File: src/hdl/b91_pkg.sv
// Package: command type, symbol lookup and constants for the basE91 decoder.
`timescale 1ns / 1ps
`default_nettype none
package b91_pkg;

  localparam int unsigned AccW      = 21;
  localparam int unsigned CntW      = 5;
  localparam int unsigned SymW      = 7;
  localparam int unsigned PairW     = 14;
  localparam int unsigned GroupW    = 13;
  localparam logic [PairW-1:0] AlphaSize  = 14'd91;
  localparam logic [GroupW-1:0] GroupLimit = 13'd88;
  localparam logic [CntW-1:0] ShortGroup = 5'd13;
  localparam logic [CntW-1:0] LongGroup  = 5'd14;
  localparam logic [CntW-1:0] ByteBits   = 5'd8;
  localparam logic [CntW-1:0] MaxRest    = 5'd7;

  localparam int unsigned FifoDepth = 4;
  localparam int unsigned FifoPtrW  = $clog2(FifoDepth);
  localparam int unsigned FifoCntW  = $clog2(FifoDepth + 1);

  typedef struct packed {
    logic             hit;
    logic [SymW-1:0]  value;
  } sym_t;

  // One queued command: a finished pair, or an end of text carrying the pending half.
  typedef struct packed {
    logic              is_eot;
    logic              pend;
    logic [PairW-1:0]  val;
  } cmd_t;

  function automatic sym_t sym_lookup(input logic [7:0] code);
    sym_t r;
    r.hit   = 1'b1;
    r.value = '0;
    if (code inside {[8'h41:8'h5A]}) begin          // A-Z
      r.value = SymW'(code - 8'd65);
    end else if (code inside {[8'h61:8'h7A]}) begin // a-z
      r.value = SymW'(code - 8'd71);
    end else if (code inside {[8'h30:8'h39]}) begin // 0-9
      r.value = SymW'(code + 8'd4);
    end else begin
      case (code)
        8'h21: r.value = 7'd62;  // !
        8'h23: r.value = 7'd63;  // #
        8'h24: r.value = 7'd64;  // $
        8'h25: r.value = 7'd65;  // %
        8'h26: r.value = 7'd66;  // &
        8'h28: r.value = 7'd67;  // (
        8'h29: r.value = 7'd68;  // )
        8'h2A: r.value = 7'd69;  // *
        8'h2B: r.value = 7'd70;  // +
        8'h2C: r.value = 7'd71;  // ,
        8'h2E: r.value = 7'd72;  // .
        8'h2F: r.value = 7'd73;  // /
        8'h3A: r.value = 7'd74;  // :
        8'h3B: r.value = 7'd75;  // ;
        8'h3C: r.value = 7'd76;  // <
        8'h3D: r.value = 7'd77;  // =
        8'h3E: r.value = 7'd78;  // >
        8'h3F: r.value = 7'd79;  // ?
        8'h40: r.value = 7'd80;  // @
        8'h5B: r.value = 7'd81;  // [
        8'h5D: r.value = 7'd82;  // ]
        8'h5E: r.value = 7'd83;  // ^
        8'h5F: r.value = 7'd84;  // _
        8'h60: r.value = 7'd85;  // backtick
        8'h7B: r.value = 7'd86;  // {
        8'h7C: r.value = 7'd87;  // |
        8'h7D: r.value = 7'd88;  // }
        8'h7E: r.value = 7'd89;  // ~
        8'h22: r.value = 7'd90;  // double quote
        default: r.hit = 1'b0;
      endcase
    end
    return r;
  endfunction

endpackage
`default_nettype wire

File: src/hdl/b91_front.sv
// Front end: symbol lookup, pairing of characters and command generation.
`timescale 1ns / 1ps
`default_nettype none
module b91_front (
  input  wire logic             clk_i,
  input  wire logic             rst_ni,
  input  wire logic             accept_i,
  input  wire logic             action_i,
  input  wire logic [7:0]       in_char_i,
  output      logic             push_o,
  output      b91_pkg::cmd_t    cmd_o
);

  logic                        pend_q, pend_d;
  logic [b91_pkg::SymW-1:0]    half_q, half_d;
  b91_pkg::sym_t               sym;
  logic [b91_pkg::PairW-1:0]   pair_val;

  assign sym      = b91_pkg::sym_lookup(in_char_i);
  assign pair_val = {{(b91_pkg::PairW-b91_pkg::SymW){1'b0}}, half_q}
                  + {{(b91_pkg::PairW-b91_pkg::SymW){1'b0}}, sym.value} * b91_pkg::AlphaSize;

  always_comb begin
    pend_d = pend_q;
    half_d = half_q;
    push_o = 1'b0;
    cmd_o  = '0;
    if (accept_i) begin
      if (action_i) begin
        push_o      = 1'b1;
        cmd_o.is_eot = 1'b1;
        cmd_o.pend   = pend_q;
        cmd_o.val    = {{(b91_pkg::PairW-b91_pkg::SymW){1'b0}}, half_q};
        pend_d       = 1'b0;
        half_d       = '0;
      end else if (sym.hit) begin
        if (!pend_q) begin
          half_d = sym.value;
          pend_d = 1'b1;
        end else begin
          push_o    = 1'b1;
          cmd_o.val = pair_val;
          pend_d    = 1'b0;
          half_d    = '0;
        end
      end
    end
  end

  always_ff @(posedge clk_i or negedge rst_ni) begin
    if (!rst_ni) begin
      pend_q <= 1'b0;
      half_q <= '0;
    end else begin
      pend_q <= pend_d;
      half_q <= half_d;
    end
  end

endmodule
`default_nettype wire

File: src/hdl/b91_cmd_fifo.sv
// Short command queue between the front end and the bit packer.
`timescale 1ns / 1ps
`default_nettype none
module b91_cmd_fifo (
  input  wire logic             clk_i,
  input  wire logic             rst_ni,
  input  wire logic             push_i,
  input  wire b91_pkg::cmd_t    push_cmd_i,
  input  wire logic             pop_i,
  output      logic             valid_o,
  output      b91_pkg::cmd_t    head_o,
  output      logic             full_o
);

  b91_pkg::cmd_t                 mem_q [b91_pkg::FifoDepth];
  logic [b91_pkg::FifoPtrW-1:0]  wr_ptr_q, rd_ptr_q;
  logic [b91_pkg::FifoCntW-1:0]  count_q, count_d;

  assign valid_o = (count_q != '0);
  assign full_o  = (count_q == b91_pkg::FifoCntW'(b91_pkg::FifoDepth));
  assign head_o  = mem_q[rd_ptr_q];

  always_comb begin
    count_d = count_q;
    if (push_i && !pop_i) begin
      count_d = count_q + 1'b1;
    end else if (pop_i && !push_i) begin
      count_d = count_q - 1'b1;
    end
  end

  always_ff @(posedge clk_i) begin
    if (push_i) begin
      mem_q[wr_ptr_q] <= push_cmd_i;
    end
  end

  always_ff @(posedge clk_i or negedge rst_ni) begin
    if (!rst_ni) begin
      wr_ptr_q <= '0;
      rd_ptr_q <= '0;
      count_q  <= '0;
    end else begin
      if (push_i) begin
        wr_ptr_q <= wr_ptr_q + 1'b1;
      end
      if (pop_i) begin
        rd_ptr_q <= rd_ptr_q + 1'b1;
      end
      count_q <= count_d;
    end
  end

endmodule
`default_nettype wire

File: src/hdl/b91_back.sv
// Back end: bit accumulator, byte emission and output register.
`timescale 1ns / 1ps
`default_nettype none
module b91_back (
  input  wire logic             clk_i,
  input  wire logic             rst_ni,
  input  wire logic             cmd_valid_i,
  input  wire b91_pkg::cmd_t    cmd_i,
  output      logic             pop_o,
  output      logic             out_valid_o,
  input  wire logic             out_stall_i,
  output      logic [7:0]       data_byte_o,
  output      logic             byte_valid_o,
  output      logic             last_of_run_o,
  output      logic             end_of_text_o
);

  localparam int unsigned PadW = b91_pkg::AccW - b91_pkg::PairW;

  logic [b91_pkg::AccW-1:0]  acc_q, acc_d, acc_n, shifted;
  logic [b91_pkg::CntW-1:0]  cnt_q, cnt_d, cnt_n, rem_cnt;
  logic                      out_valid_q, out_valid_d;
  logic [7:0]                byte_q, byte_d;
  logic                      bvalid_q, bvalid_d, last_q, last_d, eot_q, eot_d;
  logic                      drain, slot_free, emit;

  // A second byte of the same pair is still held
  assign drain     = (cnt_q > b91_pkg::MaxRest);
  assign slot_free = !out_valid_q || !out_stall_i;
  assign pop_o     = slot_free && !drain && cmd_valid_i;

  assign shifted = {{PadW{1'b0}}, cmd_i.val} << cnt_q[2:0];
  assign acc_n   = acc_q | shifted;
  assign cnt_n   = {2'b00, cnt_q[2:0]}
                 + ((cmd_i.val[b91_pkg::GroupW-1:0] > b91_pkg::GroupLimit)
                    ? b91_pkg::ShortGroup : b91_pkg::LongGroup);
  assign rem_cnt = cnt_n - b91_pkg::ByteBits;

  always_comb begin
    acc_d    = acc_q;
    cnt_d    = cnt_q;
    emit     = 1'b0;
    byte_d   = byte_q;
    bvalid_d = bvalid_q;
    last_d   = last_q;
    eot_d    = eot_q;
    if (slot_free && drain) begin
      emit     = 1'b1;
      byte_d   = acc_q[7:0];
      bvalid_d = 1'b1;
      last_d   = 1'b1;
      eot_d    = 1'b0;
      acc_d    = {8'h00, acc_q[b91_pkg::AccW-1:8]};
      cnt_d    = cnt_q - b91_pkg::ByteBits;
    end else if (pop_o) begin
      emit = 1'b1;
      if (cmd_i.is_eot) begin
        byte_d   = cmd_i.pend ? acc_n[7:0] : 8'h00;
        bvalid_d = cmd_i.pend;
        last_d   = 1'b1;
        eot_d    = 1'b1;
        acc_d    = '0;
        cnt_d    = '0;
      end else begin
        byte_d   = acc_n[7:0];
        bvalid_d = 1'b1;
        last_d   = (rem_cnt <= b91_pkg::MaxRest);
        eot_d    = 1'b0;
        acc_d    = {8'h00, acc_n[b91_pkg::AccW-1:8]};
        cnt_d    = rem_cnt;
      end
    end
    out_valid_d = slot_free ? emit : out_valid_q;
  end

  always_ff @(posedge clk_i or negedge rst_ni) begin
    if (!rst_ni) begin
      acc_q       <= '0;
      cnt_q       <= '0;
      out_valid_q <= 1'b0;
    end else begin
      acc_q       <= acc_d;
      cnt_q       <= cnt_d;
      out_valid_q <= out_valid_d;
    end
  end

  always_ff @(posedge clk_i) begin
    byte_q   <= byte_d;
    bvalid_q <= bvalid_d;
    last_q   <= last_d;
    eot_q    <= eot_d;
  end

  assign out_valid_o   = out_valid_q;
  assign data_byte_o   = byte_q;
  assign byte_valid_o  = bvalid_q;
  assign last_of_run_o = last_q;
  assign end_of_text_o = eot_q;

endmodule
`default_nettype wire

File: src/hdl/base91_stream_decoder.sv
// basE91 stream decoder: top level.
// Input channel: in_valid_i / in_stall_o carry one transaction per text item:
//   action_i = 0 with a character in in_char_i, or action_i = 1 for end of text.
// Output channel: out_valid_o / out_stall_i carry one decoded byte per
//   transaction with byte_valid_o, last_of_run_o and end_of_text_o.
// Characters outside the alphabet are dropped. The first character of a pair
// gives nothing; the second gives one or two bytes. End of text always gives
// exactly one transaction (an empty one when no half pair is held) and clears
// the decoder for the next message.
// Throughput: one input transaction per cycle while in_stall_o is low. The bit
// packer emits one byte per cycle unless out_stall_i holds it, so a pair
// yielding two bytes occupies it for both; the four-entry command queue absorbs
// this, and in_stall_o rises only when it fills. A result passes through the
// queue and then the output register; a second byte of a pair follows it.
// Reset clears the held half pair, the bit accumulator, the queue and the
// output valid flag. While out_stall_i is high the output holds its byte, the
// packer waits, and the queue keeps taking input until full.
`timescale 1ns / 1ps
`default_nettype none
module base91_stream_decoder (
  input  wire logic        clk_i,
  input  wire logic        rst_ni,
  input  wire logic        in_valid_i,
  output      logic        in_stall_o,
  input  wire logic        action_i,
  input  wire logic [7:0]  in_char_i,
  output      logic        out_valid_o,
  input  wire logic        out_stall_i,
  output      logic [7:0]  data_byte_o,
  output      logic        byte_valid_o,
  output      logic        last_of_run_o,
  output      logic        end_of_text_o
);

  logic           accept, push, pop, head_valid, full;
  b91_pkg::cmd_t  push_cmd, head_cmd;

  assign in_stall_o = full;
  assign accept     = in_valid_i && !full;

  b91_front u_front (
    .clk_i     (clk_i),
    .rst_ni    (rst_ni),
    .accept_i  (accept),
    .action_i  (action_i),
    .in_char_i (in_char_i),
    .push_o    (push),
    .cmd_o     (push_cmd)
  );

  b91_cmd_fifo u_fifo (
    .clk_i      (clk_i),
    .rst_ni     (rst_ni),
    .push_i     (push),
    .push_cmd_i (push_cmd),
    .pop_i      (pop),
    .valid_o    (head_valid),
    .head_o     (head_cmd),
    .full_o     (full)
  );

  b91_back u_back (
    .clk_i         (clk_i),
    .rst_ni        (rst_ni),
    .cmd_valid_i   (head_valid),
    .cmd_i         (head_cmd),
    .pop_o         (pop),
    .out_valid_o   (out_valid_o),
    .out_stall_i   (out_stall_i),
    .data_byte_o   (data_byte_o),
    .byte_valid_o  (byte_valid_o),
    .last_of_run_o (last_of_run_o),
    .end_of_text_o (end_of_text_o)
  );

endmodule
`default_nettype wire

File: config.mk
export PLATFORM = sky130hd
export DESIGN_NAME = base91_stream_decoder
export DESIGN_NICKNAME = d
export VERILOG_FILES = /design/src/hdl/b91_pkg.sv /design/src/hdl/b91_front.sv /design/src/hdl/b91_cmd_fifo.sv /design/src/hdl/b91_back.sv /design/src/hdl/base91_stream_decoder.sv
export SDC_FILE = /design/constraint.sdc
export NUM_CORES = 1
export LEC_CHECK = 0
export BUFFER_PORTS_ARGS = -buffer_cell sky130_fd_sc_hd__buf_2
export CORE_MARGIN = 5
export CORE_UTILIZATION = 40
export CTS_BUF_LIST = sky130_fd_sc_hd__clkbuf_4
export DETAILED_ROUTE_END_ITERATION = 10
export PLACE_DENSITY_LB_ADDON = 0.3
export SETUP_SLACK_MARGIN = 0.15
export SYNTH_ARGS = -nofsm -noshare
export SYNTH_HDL_FRONTEND = slang
export SYNTH_HIERARCHICAL = 1
export SYNTH_SLANG_ARGS = --single-unit
File: constraint.sdc
create_clock -name clk_i -period 5.2 [get_ports clk_i]
set_input_delay 0.52 -clock clk_i [delete_from_list [all_inputs] [get_ports clk_i]]
set_output_delay 0.52 -clock clk_i [all_outputs]
set_load 0.02 [all_outputs]
==> results of run 1 <==
[what timing repair did]
action / 4_1_cts / 5_1_grt
setup endpoints to repair: 24 / 28
buffers inserted: 0 / 20
resized for setup: 8 / 75
pin swaps: 2 / 42
[kinds of logic after synthesis]
group           count (synthesis)  share of synthesized area [%]
compound gates                157                           15.2
buf+inv                        95                           5.86
mux                            41                           9.54
xor+xnor                       17                           1.99
simple gates                  157                           11.1
flops                         109                           41.1
fa+ha+maj                      79                           15.2
[flip-flops by register name, summed over array words and instances (netlist names)]
signal                flops
u_fifo/wr_ptr_q           2
u_back/cnt_q              5
u_back/acc_q             13
u_back/last_of_run_o      1
u_back/data_byte_o        8
u_back/byte_valid_o       1
u_back/out_valid_o        1
u_fifo/mem_q             64
u_fifo/count_q            3
u_front/half_q            7
u_back/end_of_text_o      1
u_front/pend_q            1
u_fifo/rd_ptr_q           2
[through the flow]
stage	total power [W]	setup TNS, ns	worst slack (ns)	util (%)
after floorplan	0.00272	-0.305	-0.0763	-
after global placement	0.00314	-12.34	-0.546	46.7
after detailed placement	0.00321	-13.67	-0.580	46.7
after CTS	0.00368	0	0.164	47.7
after global routing	0.00401	0	0.118	50.4
final	0.00374	0	0.273	50.4
[layer usage]
| metal | track usage (%) | wire length [µm] | up-vias |
|---|---|---|---|
| li1 | - | - | 2688 |
| met1 | 20.4 | 7660 | 2826 |
| met2 | 28.9 | 9370 | 128 |
| met3 | 1.94 | 500 | 27 |
| met4 | 4.89 | 335 | 0 |
| met5 | 0 | 0 | - |
[power breakdown]
group          switching, W  total, W  internal (W)
registers          0.000177   0.00131       0.00114
logic               0.00105   0.00197      0.000924
clock network      0.000294  0.000453      0.000159
total               0.00152   0.00374       0.00222
[area by class of cell]
class	count	area, µm²
Fill cell	1630	9230
Multi-Input combinational cell	451	4480
Sequential cell	109	3070
Timing Repair Buffer	141	1090
Tap cell	234	293
Inverter	66	265
Clock inverter	7	87.6
Clock buffer	9	67.6
Antenna cell	1	2.50
[critical path: stages]
cell       delay [ns]
buf_6            0.11
buf_6            0.12
ha_4             0.17
and2_1           0.14
o31a_1           0.32
buf_6            0.17
nand2_8          0.08
o31ai_4          0.08
a211o_1          0.33
o2bb2ai_4        0.17
ha_4             0.26
fa_1             0.47
fa_1             0.54
inv_2            0.04
fa_1             0.51
inv_2            0.05
ha_4             0.27
nor2_1           0.04
nor2_1           0.13
nand3_1          0.13
buf_4            0.16
a31o_2           0.20
a21oi_2          0.21
[path summary, 6_finish.rpt]
kind | endpoint | slack, ns | cells past startpoint
worst min register to register | u_back/end_of_text_o | 0.47 | 1
min in group clk_i | u_back/out_valid_o | 0.33 | 3
worst max register to register | u_back/cnt_q[1] | 1.43 | 9
max in group asynchronous | u_fifo/count_q[1] | 4.48 | 1
worst min-delay path | u_back/acc_q[0] | 0.15 | 1
worst max-delay path | u_fifo/mem_q[2][11] | 0.27 | 23
[layout by cell type (no fill, tap or decap), drive strengths merged, types with 5 or more instances in the layout]
cell type,synthesis,routed
nor2,39,39
clkbuf,10,9
nand3,11,11
mux2i,12,12
fa,20,20
dfrtp,34,34
inv,66,70
a31oi,8,8
buf,19,141
or3,7,7
a22o,10,10
a21o,5,5
o22ai,8,8
ha,59,59
nor3,20,20
mux2,8,8
a22oi,9,9
xnor2,6,6
o21ai,29,29
nand2,36,36
and2,9,9
nor2b,5,5
a211oi,9,9
mux4,21,21
xor2,11,11
nor3b,5,5
a21oi,30,30
edfxtp,72,72
==> reports/results.txt, run 1 <==
fin cells: 1018
largest net degree at the start of global routing: 35
Max FO, Critical Path: 8
TritonCTS clock tree: built
Setup-failing EPs final: 0
Max IR drop VDD: 0.152 mV
Yosys reg bits: 109
Synth Instances: 655
outcome: complete, no violations
area grow syn2layout: 25.2%
Worst R2R Start: u_fifo/rd_ptr_q[0]
most common cell in the netlist: edfxtp_1
area of the core: 18600 µm²
number of iterations in the first detailed-routing pass: 5
dpl cell area: 8680 µm²
Final Skew: 0.0256 ns
initial antenna violation count: 1
PD cells: 400 nW/µm²
Final Cycle Share: 94.8%
Max-cap violations: 0
clock slew at the register clock pins of the worst setup and hold paths: 0.18 ns
starting utilization of the core area: 40.2%
Post-synth top flop: edfxtp_1
post-DP HPWL: 13.5 mm
CTS max path bufs: 2
Worst Setup Path Type: input pin to flop
vias in the first global route: 5661
YS warnings: 6
root buf cell: clkbuf_4
Placer Congestion: 0.876
DRT Wirelength: 17.9 mm
f_max: 203 MHz
port bufs: 25
first-pass GRT wire length: 28.5 mm
pin slew with the least headroom to its limit: 1.30 ns
ys async rst share: 31.2%
Synthesized Nets: 747
I/O pins: 26
CTS HTree Levels: 3
commonest cells in the netlist: 72 x edfxtp_1, 65 x inv_1, 59 x ha_1
Vias: 5669
Fin. Hold Viols: 0
CP endpoint kind: flop
worst setup path start: in_char_i[0]
gr usage total: 16.1%
Final Cell Area: 9360 µm²
Syn Area/Cell: 11.4 µm²
RSZ-0062 raised after global routing: true
full die area: 21500 µm²
CTS Hold Bufs: 0
clock sinks: 109
Clk Latency, worst-skew pair: 0.47 ns
Yosys top cell area share: 28.9%
Die Wd: 147 µm
top cells by area, synth: edfxtp_1 29%, dfrtp_1 11%, ha_1 9.9%, fa_1 5.4%, mux4_2 3.9%
sequential area share after synthesis: 41.1%
GRT overflow: 0
fraction of layout cells with a size suffix above 1: 35.6%
CTS Buf Count: 9
placed cells: 981
largest area contributor in the netlist: edfxtp_1
Post-synth EDFFs: 72
DR iter-0 viols: 241
CP arrival: 5.23 ns
post-route minimum period: 4.93 ns
Vias/cell: 5.57
crit path launch type: input pin
Slew Limit Fails: 0
worst min path class: input pin to async pin
routed len/inst: 17.6 µm
Die Y: 147 µm
WHS: 0.145 ns
Rows: 50
Mapped Area: 7470 µm²
count of cell types in the netlist: 87
nets@finish: 870
detailed-route DRC error count: 0
WP data required: 5.50 ns
Leak Pwr: 3.79 nW
post-route ant nets: 0
Slew headroom: 13.3%
(Power assumes the default switching activity.)
==> run 2: changes to the inputs <==
--- a/config.mk
+++ b/config.mk
@@ -6,7 +6,7 @@
 export NUM_CORES = 1
 export LEC_CHECK = 0
 export BUFFER_PORTS_ARGS = -buffer_cell sky130_fd_sc_hd__buf_2
-export CORE_MARGIN = 5
+export CORE_ASPECT_RATIO = 1.25
 export CORE_UTILIZATION = 40
 export CTS_BUF_LIST = sky130_fd_sc_hd__clkbuf_4
 export DETAILED_ROUTE_END_ITERATION = 10
==> reports/results.txt, run 2 (same netlist as run 1, synthesis figures left out) <==
Clk Latency, worst-skew pair: 0.47 ns
area of the core: 18200 µm²
post-route ant nets: 0
I/O pins: 26
worst min path class: input pin to async pin
Final Cell Area: 9410 µm²
nets@finish: 884
Top reg by flops: u_fifo/mem_q
outcome: complete, no violations
post-layout power: 0.00369 W
post-DP HPWL: 14.3 mm
Final Cycle Share: 96.5%
Max FO, Critical Path: 5
CP endpoint kind: flop
Setup-failing EPs final: 0
Worst R2R Start: u_front/half_q[6]
Vias/cell: 5.57
Die Wd: 124 µm
initial antenna violation count: 1
Worst Setup Path Type: input pin to flop
CP arrival: 5.24 ns
dpl cell area: 8750 µm²
Leak Pwr: 3.84 nW
slack of the worst reg-to-reg path: 1.64 ns
Final Skew: 0.0219 ns
starting utilization of the core area: 41.1%
Max IR drop VDD: 0.182 mV
area grow syn2layout: 25.8%
Rows: 55
f_max: 199 MHz
first-pass GRT wire length: 29.1 mm
CTS Buf Count: 9
full die area: 19200 µm²
port bufs: 25
Die Y: 155 µm
DR iter-0 viols: 282
detailed-route DRC error count: 0
fraction of layout cells with a size suffix above 1: 37.0%
gr usage total: 19.0%
RSZ-0062 raised after global routing: true
most frequent cells in the layout: 119 x buf_4, 72 x edfxtp_1, 54 x inv_1
post-route minimum period: 5.02 ns
worst-case reg-to-reg path depth: 14
Slew Limit Fails: 0
TritonCTS clock tree: built
GRT overflow: 0
Placer Congestion: 0.919
clock sinks: 109
CTS HTree Levels: 3
number of iterations in the first detailed-routing pass: 4
routed len/inst: 17.8 µm
CTS max path bufs: 2
commonest non-fill, non-tap cell in the layout: buf_4
WP data required: 5.43 ns
max FFs per register: 64
r2r endpoint: u_fifo/mem_q[0][10]
Fin. Hold Viols: 0
Worst Setup Slack, final: 0.183 ns
clock slew at the register clock pins of the worst setup and hold paths: 0.18 ns
Max-cap violations: 0
root buf cell: clkbuf_4
largest net degree at the start of global routing: 35
Place WS: -0.716 ns
PD cells: 392 nW/µm²
DRT Wirelength: 18.3 mm
Vias: 5712
vias in the first global route: 5837
pin slew with the least headroom to its limit: 0.896 ns
Slew headroom: 40.3%
WHS: 0.119 ns
crit path launch type: input pin
Setup Total Neg Slack: 0 ns
[run 2: cell types whose count changed in the layout (fill, tap and decap cells not counted), moves of 3 or more]
cell	previous run	this run
buf_12	5	2
buf_4	109	119
buf_6	6	12
inv_1	51	54
inv_2	12	9
o21ai_2	6	9
[run 2: final cells by class]
class / instances / area, µm²
fill: 1613 / 8760
multi-input combinational: 451 / 4450
sequential: 109 / 3070
timing repair buffer: 155 / 1190
tap: 228 / 285
inverter: 66 / 265
clock inverter: 7 / 71.3
clock buffer: 9 / 67.6
antenna: 1 / 2.50
[run 2: per-layer routing]
layer / up-vias / routed length (µm) / GRT usage [%]
met1: 2836 / 6590 / 18.8
met4: 0 / 581 / 7.97
met3: 36 / 404 / 2.59
met5: - / 0 / 0
met2: 117 / 10700 / 38.8
li1: 2723 / - / -
[run 2: worst max-delay path, stage by stage]
cell and delay (ns):
buf_6 0.10, buf_6 0.12, ha_4 0.17, buf_6 0.12, and2_4 0.12, o31a_1 0.37, buf_4 0.17, nand3_2 0.07
o21ai_1 0.08, a221oi_2 0.31, buf_4 0.18, buf_6 0.09, ha_4 0.15, fa_1 0.42, ha_1 0.29, inv_1 0.04
fa_1 0.49, inv_2 0.05, ha_4 0.21, nor2b_4 0.12, o21ai_2 0.20, a21oi_2 0.10, o41ai_2 0.36, buf_4 0.17
xor2_1 0.16, nor2_2 0.07
[run 2: worst max path at each step]
stage | from | slack, ns | cells past startpoint | endpoint
2_1_floorplan | in_char_i[2] | -0.08 | 25 | u_fifo/mem_q[0][12]
3_3_place_gp | in_char_i[3] | -0.76 | 24 | u_fifo/mem_q[0][10]
3_5_place_dp | in_char_i[3] | -0.72 | 24 | u_fifo/mem_q[0][10]
4_1_cts | in_char_i[0] | 0.15 | 24 | u_fifo/mem_q[0][10]
5_1_grt | in_char_i[3] | 0.07 | 25 | u_fifo/mem_q[2][12]
6_report | in_char_i[0] | 0.18 | 26 | u_fifo/mem_q[0][10]
[run 2: metrics by stage]
stage | utilization [%] | cells
after detailed placement | 48.2 | 989
after global placement | 48.2 | 989
after floorplan | - | 655
final | 51.8 | 1026
after global routing | 51.8 | 1026
after CTS | 50.0 | 1013
[run 2: where the power goes]
part           internal [W]  leakage [nW]  switching, W
logic              0.000919          2.64       0.00109
registers           0.00114          1.13      0.000144
clock network      0.000110        0.0689      0.000292
total               0.00217          3.84       0.00152
[run 2: what timing repair did]
item	in CTS	in global routing
hold buffers	0	0
setup endpoints to repair	28	32
buffers inserted	8	12
pin swaps	23	43
gates resized for setup	28	54
==> run 3: changes to the inputs <==
--- a/config.mk
+++ b/config.mk
@@ -14,5 +14,4 @@
 export SETUP_SLACK_MARGIN = 0.15
 export SYNTH_ARGS = -nofsm -noshare
 export SYNTH_HDL_FRONTEND = slang
-export SYNTH_HIERARCHICAL = 1
 export SYNTH_SLANG_ARGS = --single-unit
==> constraint.sdc (replaced) <==
create_clock -name clk_i -period 5.2 [get_ports clk_i]
set_input_delay 0.52 -clock clk_i [delete_from_list [all_inputs] [get_ports clk_i]]
set_output_delay 0.52 -clock clk_i [all_outputs]
set_load 0.01 [all_outputs]
==> reports/results.txt, run 3 <==
TritonCTS clock tree: built
clock sinks: 109
net load switching power: 0.00149 W
port bufs: 25
commonest cells in the netlist: 72 x edfxtp_1, 64 x nand2_1, 58 x ha_1
Logic pwr share: 51.2%
ys async rst share: 31.2%
largest area contributor in the netlist: edfxtp_1
count of cell types in the netlist: 75
Vias/cell: 5.38
Worst Setup Path Type: input pin to flop
Placer Congestion: 0.946
CTS Hold Bufs: 0
Synthesized Nets: 748
initial antenna violation count: 1
Internal: 0.00216 W
Die Wd: 122 µm
top cells by area, synth: edfxtp_1 30%, dfrtp_1 12%, ha_1 10%, fa_1 5.6%, mux4_2 5.0%
Vias: 5441
fraction of layout cells with a size suffix above 1: 34.2%
Final Skew: 0.0189 ns
fin util: 52.2%
crit path launch type: input pin
Max IR drop VDD: 0.176 mV
sequential area share after synthesis: 42.8%
critical path's largest stage delay: 0.56 ns
full die area: 18500 µm²
Slew Limit Fails: 0
I/O pins: 26
Die Y: 152 µm
post-route minimum period: 5.01 ns
Sw Ratio: 40.7%
Yosys top cell area share: 30.1%
Syn Area/Cell: 10.9 µm²
f_max: 200 MHz
GRT overflow: 0
largest net degree at the start of global routing: 35
CTS max path bufs: 2
slowest CP cell: fa_1
Final Cycle Share: 96.3%
Post-synth EDFFs: 72
nets@finish: 872
CP arrival: 5.26 ns
RSZ-0062 raised after global routing: true
most frequent cells in the layout: 107 x buf_4, 72 x edfxtp_1, 55 x nand2_1
DR iter-0 viols: 367
crit path buf inv count: 4
worst min path class: input pin to async pin
Fin. Hold Viols: 0
starting utilization of the core area: 41.0%
CP endpoint kind: flop
Leak Pwr: 3.79 nW
Mapped Area: 7180 µm²
Clk Latency, worst-skew pair: 0.50 ns
Rows: 54
DRT Wirelength: 17.4 mm
worst-path cell chain: buf_2 > buf_6 > ha_4 > and2_1 > o31a_1 > nand2_4 > o31ai_4 > a221oi_2 > a2bb2oi_2 > ha_4 > inv_2 > fa_1 > fa_1 > fa_1 > inv_2 > ha_4 > and2_4 > a31oi_4 > a21oi_2 > nand4_1 > a31oi_1 > xnor2_1 > nor2_2
Setup Total Neg Slack: 0 ns
fraction of power consumed by sequential logic: 35.6%
Max-cap violations: 0
CTS Buf Count: 9
cell family with most CP delay: adder cells
YS warnings: 0
outcome: complete, no violations
PD cells: 399 nW/µm²
routed len/inst: 17.2 µm
post-DP HPWL: 13.3 mm
root buf cell: clkbuf_4
first-pass GRT wire length: 28.3 mm
Synth Instances: 657
Yosys reg bits: 109
pin slew with the least headroom to its limit: 1.02 ns
Setup-failing EPs final: 0
CTS HTree Levels: 3
area grow syn2layout: 27.2%
clock slew at the register clock pins of the worst setup and hold paths: 0.18 ns
Post-synth top flop: edfxtp_1
area of the core: 17500 µm²
number of iterations in the first detailed-routing pass: 4
clock share of power: 13.2%
max FFs per register: 64
WP data required: 5.45 ns
post-route ant nets: 0
most common cell in the netlist: edfxtp_1
gr usage total: 19.5%
commonest non-fill, non-tap cell in the layout: buf_4
Max FO, Critical Path: 6
Top reg by flops: u_fifo.mem_q
detailed-route DRC error count: 0
vias in the first global route: 5712
Slew headroom: 31.1%
==> run 3: changes by cell type after synthesis, sizes merged, moves of 6 or more <==
cell	delta
or3	-6
nor3	-10
a211oi	-6
buf	-7
o21ai	+18
a22o	+6
mux2i	+9
a22oi	-8
inv	-8
nand2	+28
==> run 3: layer usage <==
metal / GRT usage, % / wire length (µm) / vias up
met5: 0 / 0 / -
met4: 8.11 / 556 / 0
met3: 1.91 / 442 / 38
met2: 37.1 / 9940 / 109
met1: 21.3 / 6480 / 2634
li1: - / - / 2660
==> run 3: cell families after synthesis <==
family                     Yosys count  synth area share (%)
and+or+nand+nor                    172                  12.0
AOI/OAI and AO/OA                  153                  14.0
DFF                                109                  42.8
buffers and inverters               86                  4.65
adders and majority gates           78                  15.7
muxes                               45                  9.20
xor gates and xnor gates            14                  1.71
==> run 3: final timing paths <==
check | endpoint | slack (ns) | depth (start not counted) | start
max in group asynchronous | u_back.acc_q[5] | 4.59 | 1 | rst_ni
worst max-delay path | u_fifo.mem_q[1][13] | 0.19 | 23 | in_char_i[0]
worst min-delay path | u_back.acc_q[1] | 0.1 | 1 | rst_ni
worst max register to register | u_fifo.mem_q[3][12] | 1.57 | 15 | u_front.half_q[2]
min in group clk_i | u_front.pend_q | 0.26 | 2 | action_i
worst min register to register | u_back.last_of_run_o | 0.50 | 2 | u_back.last_of_run_o
==> run 3: what timing repair did <==
item	CTS	global route
buffers inserted	5	12
pin swaps	14	37
resized for setup	29	74
endpoints found under the setup margin	24	24
==> run 3: stage by stage <==
| stage | instance area (µm²) | power [W] | setup slack, ns | std cells | hold slack [ns] |
|---|---|---|---|---|---|
| floorplan | 7350 | 0.00258 | -0.124 | 657 | 0.224 |
| global route | 9140 | 0.00396 | -0.0342 | 1011 | 0.121 |
| CTS | 8710 | 0.00360 | 0.155 | 998 | 0.103 |
| global placement | 8360 | 0.00303 | -0.607 | 977 | 0.452 |
| detailed placement | 8360 | 0.00309 | -0.615 | 977 | 0.466 |
| finish | 9140 | 0.00365 | 0.192 | 1011 | 0.0950 |
==> run 3: power by group through the flow <==
stage	registers, W	clock network [W]	logic (W)
6_report	0.00130	0.000482	0.00187
5_1_grt	0.00133	0.000525	0.00210
4_1_cts	0.00130	0.000488	0.00181
3_5_place_dp	0.00132	0	0.00176
3_3_place_gp	0.00131	0	0.00172
2_1_floorplan	0.00125	0	0.00132
==> run 3: final cells by class <==
type,instances,area (µm²)
timing repair buffer,140,1050
antenna,1,2.50
clock buffer,9,67.6
fill,1510,8360
sequential,109,3070
clock inverter,7,105
inverter,59,236
tap,224,280
multi-input combinational,462,4320
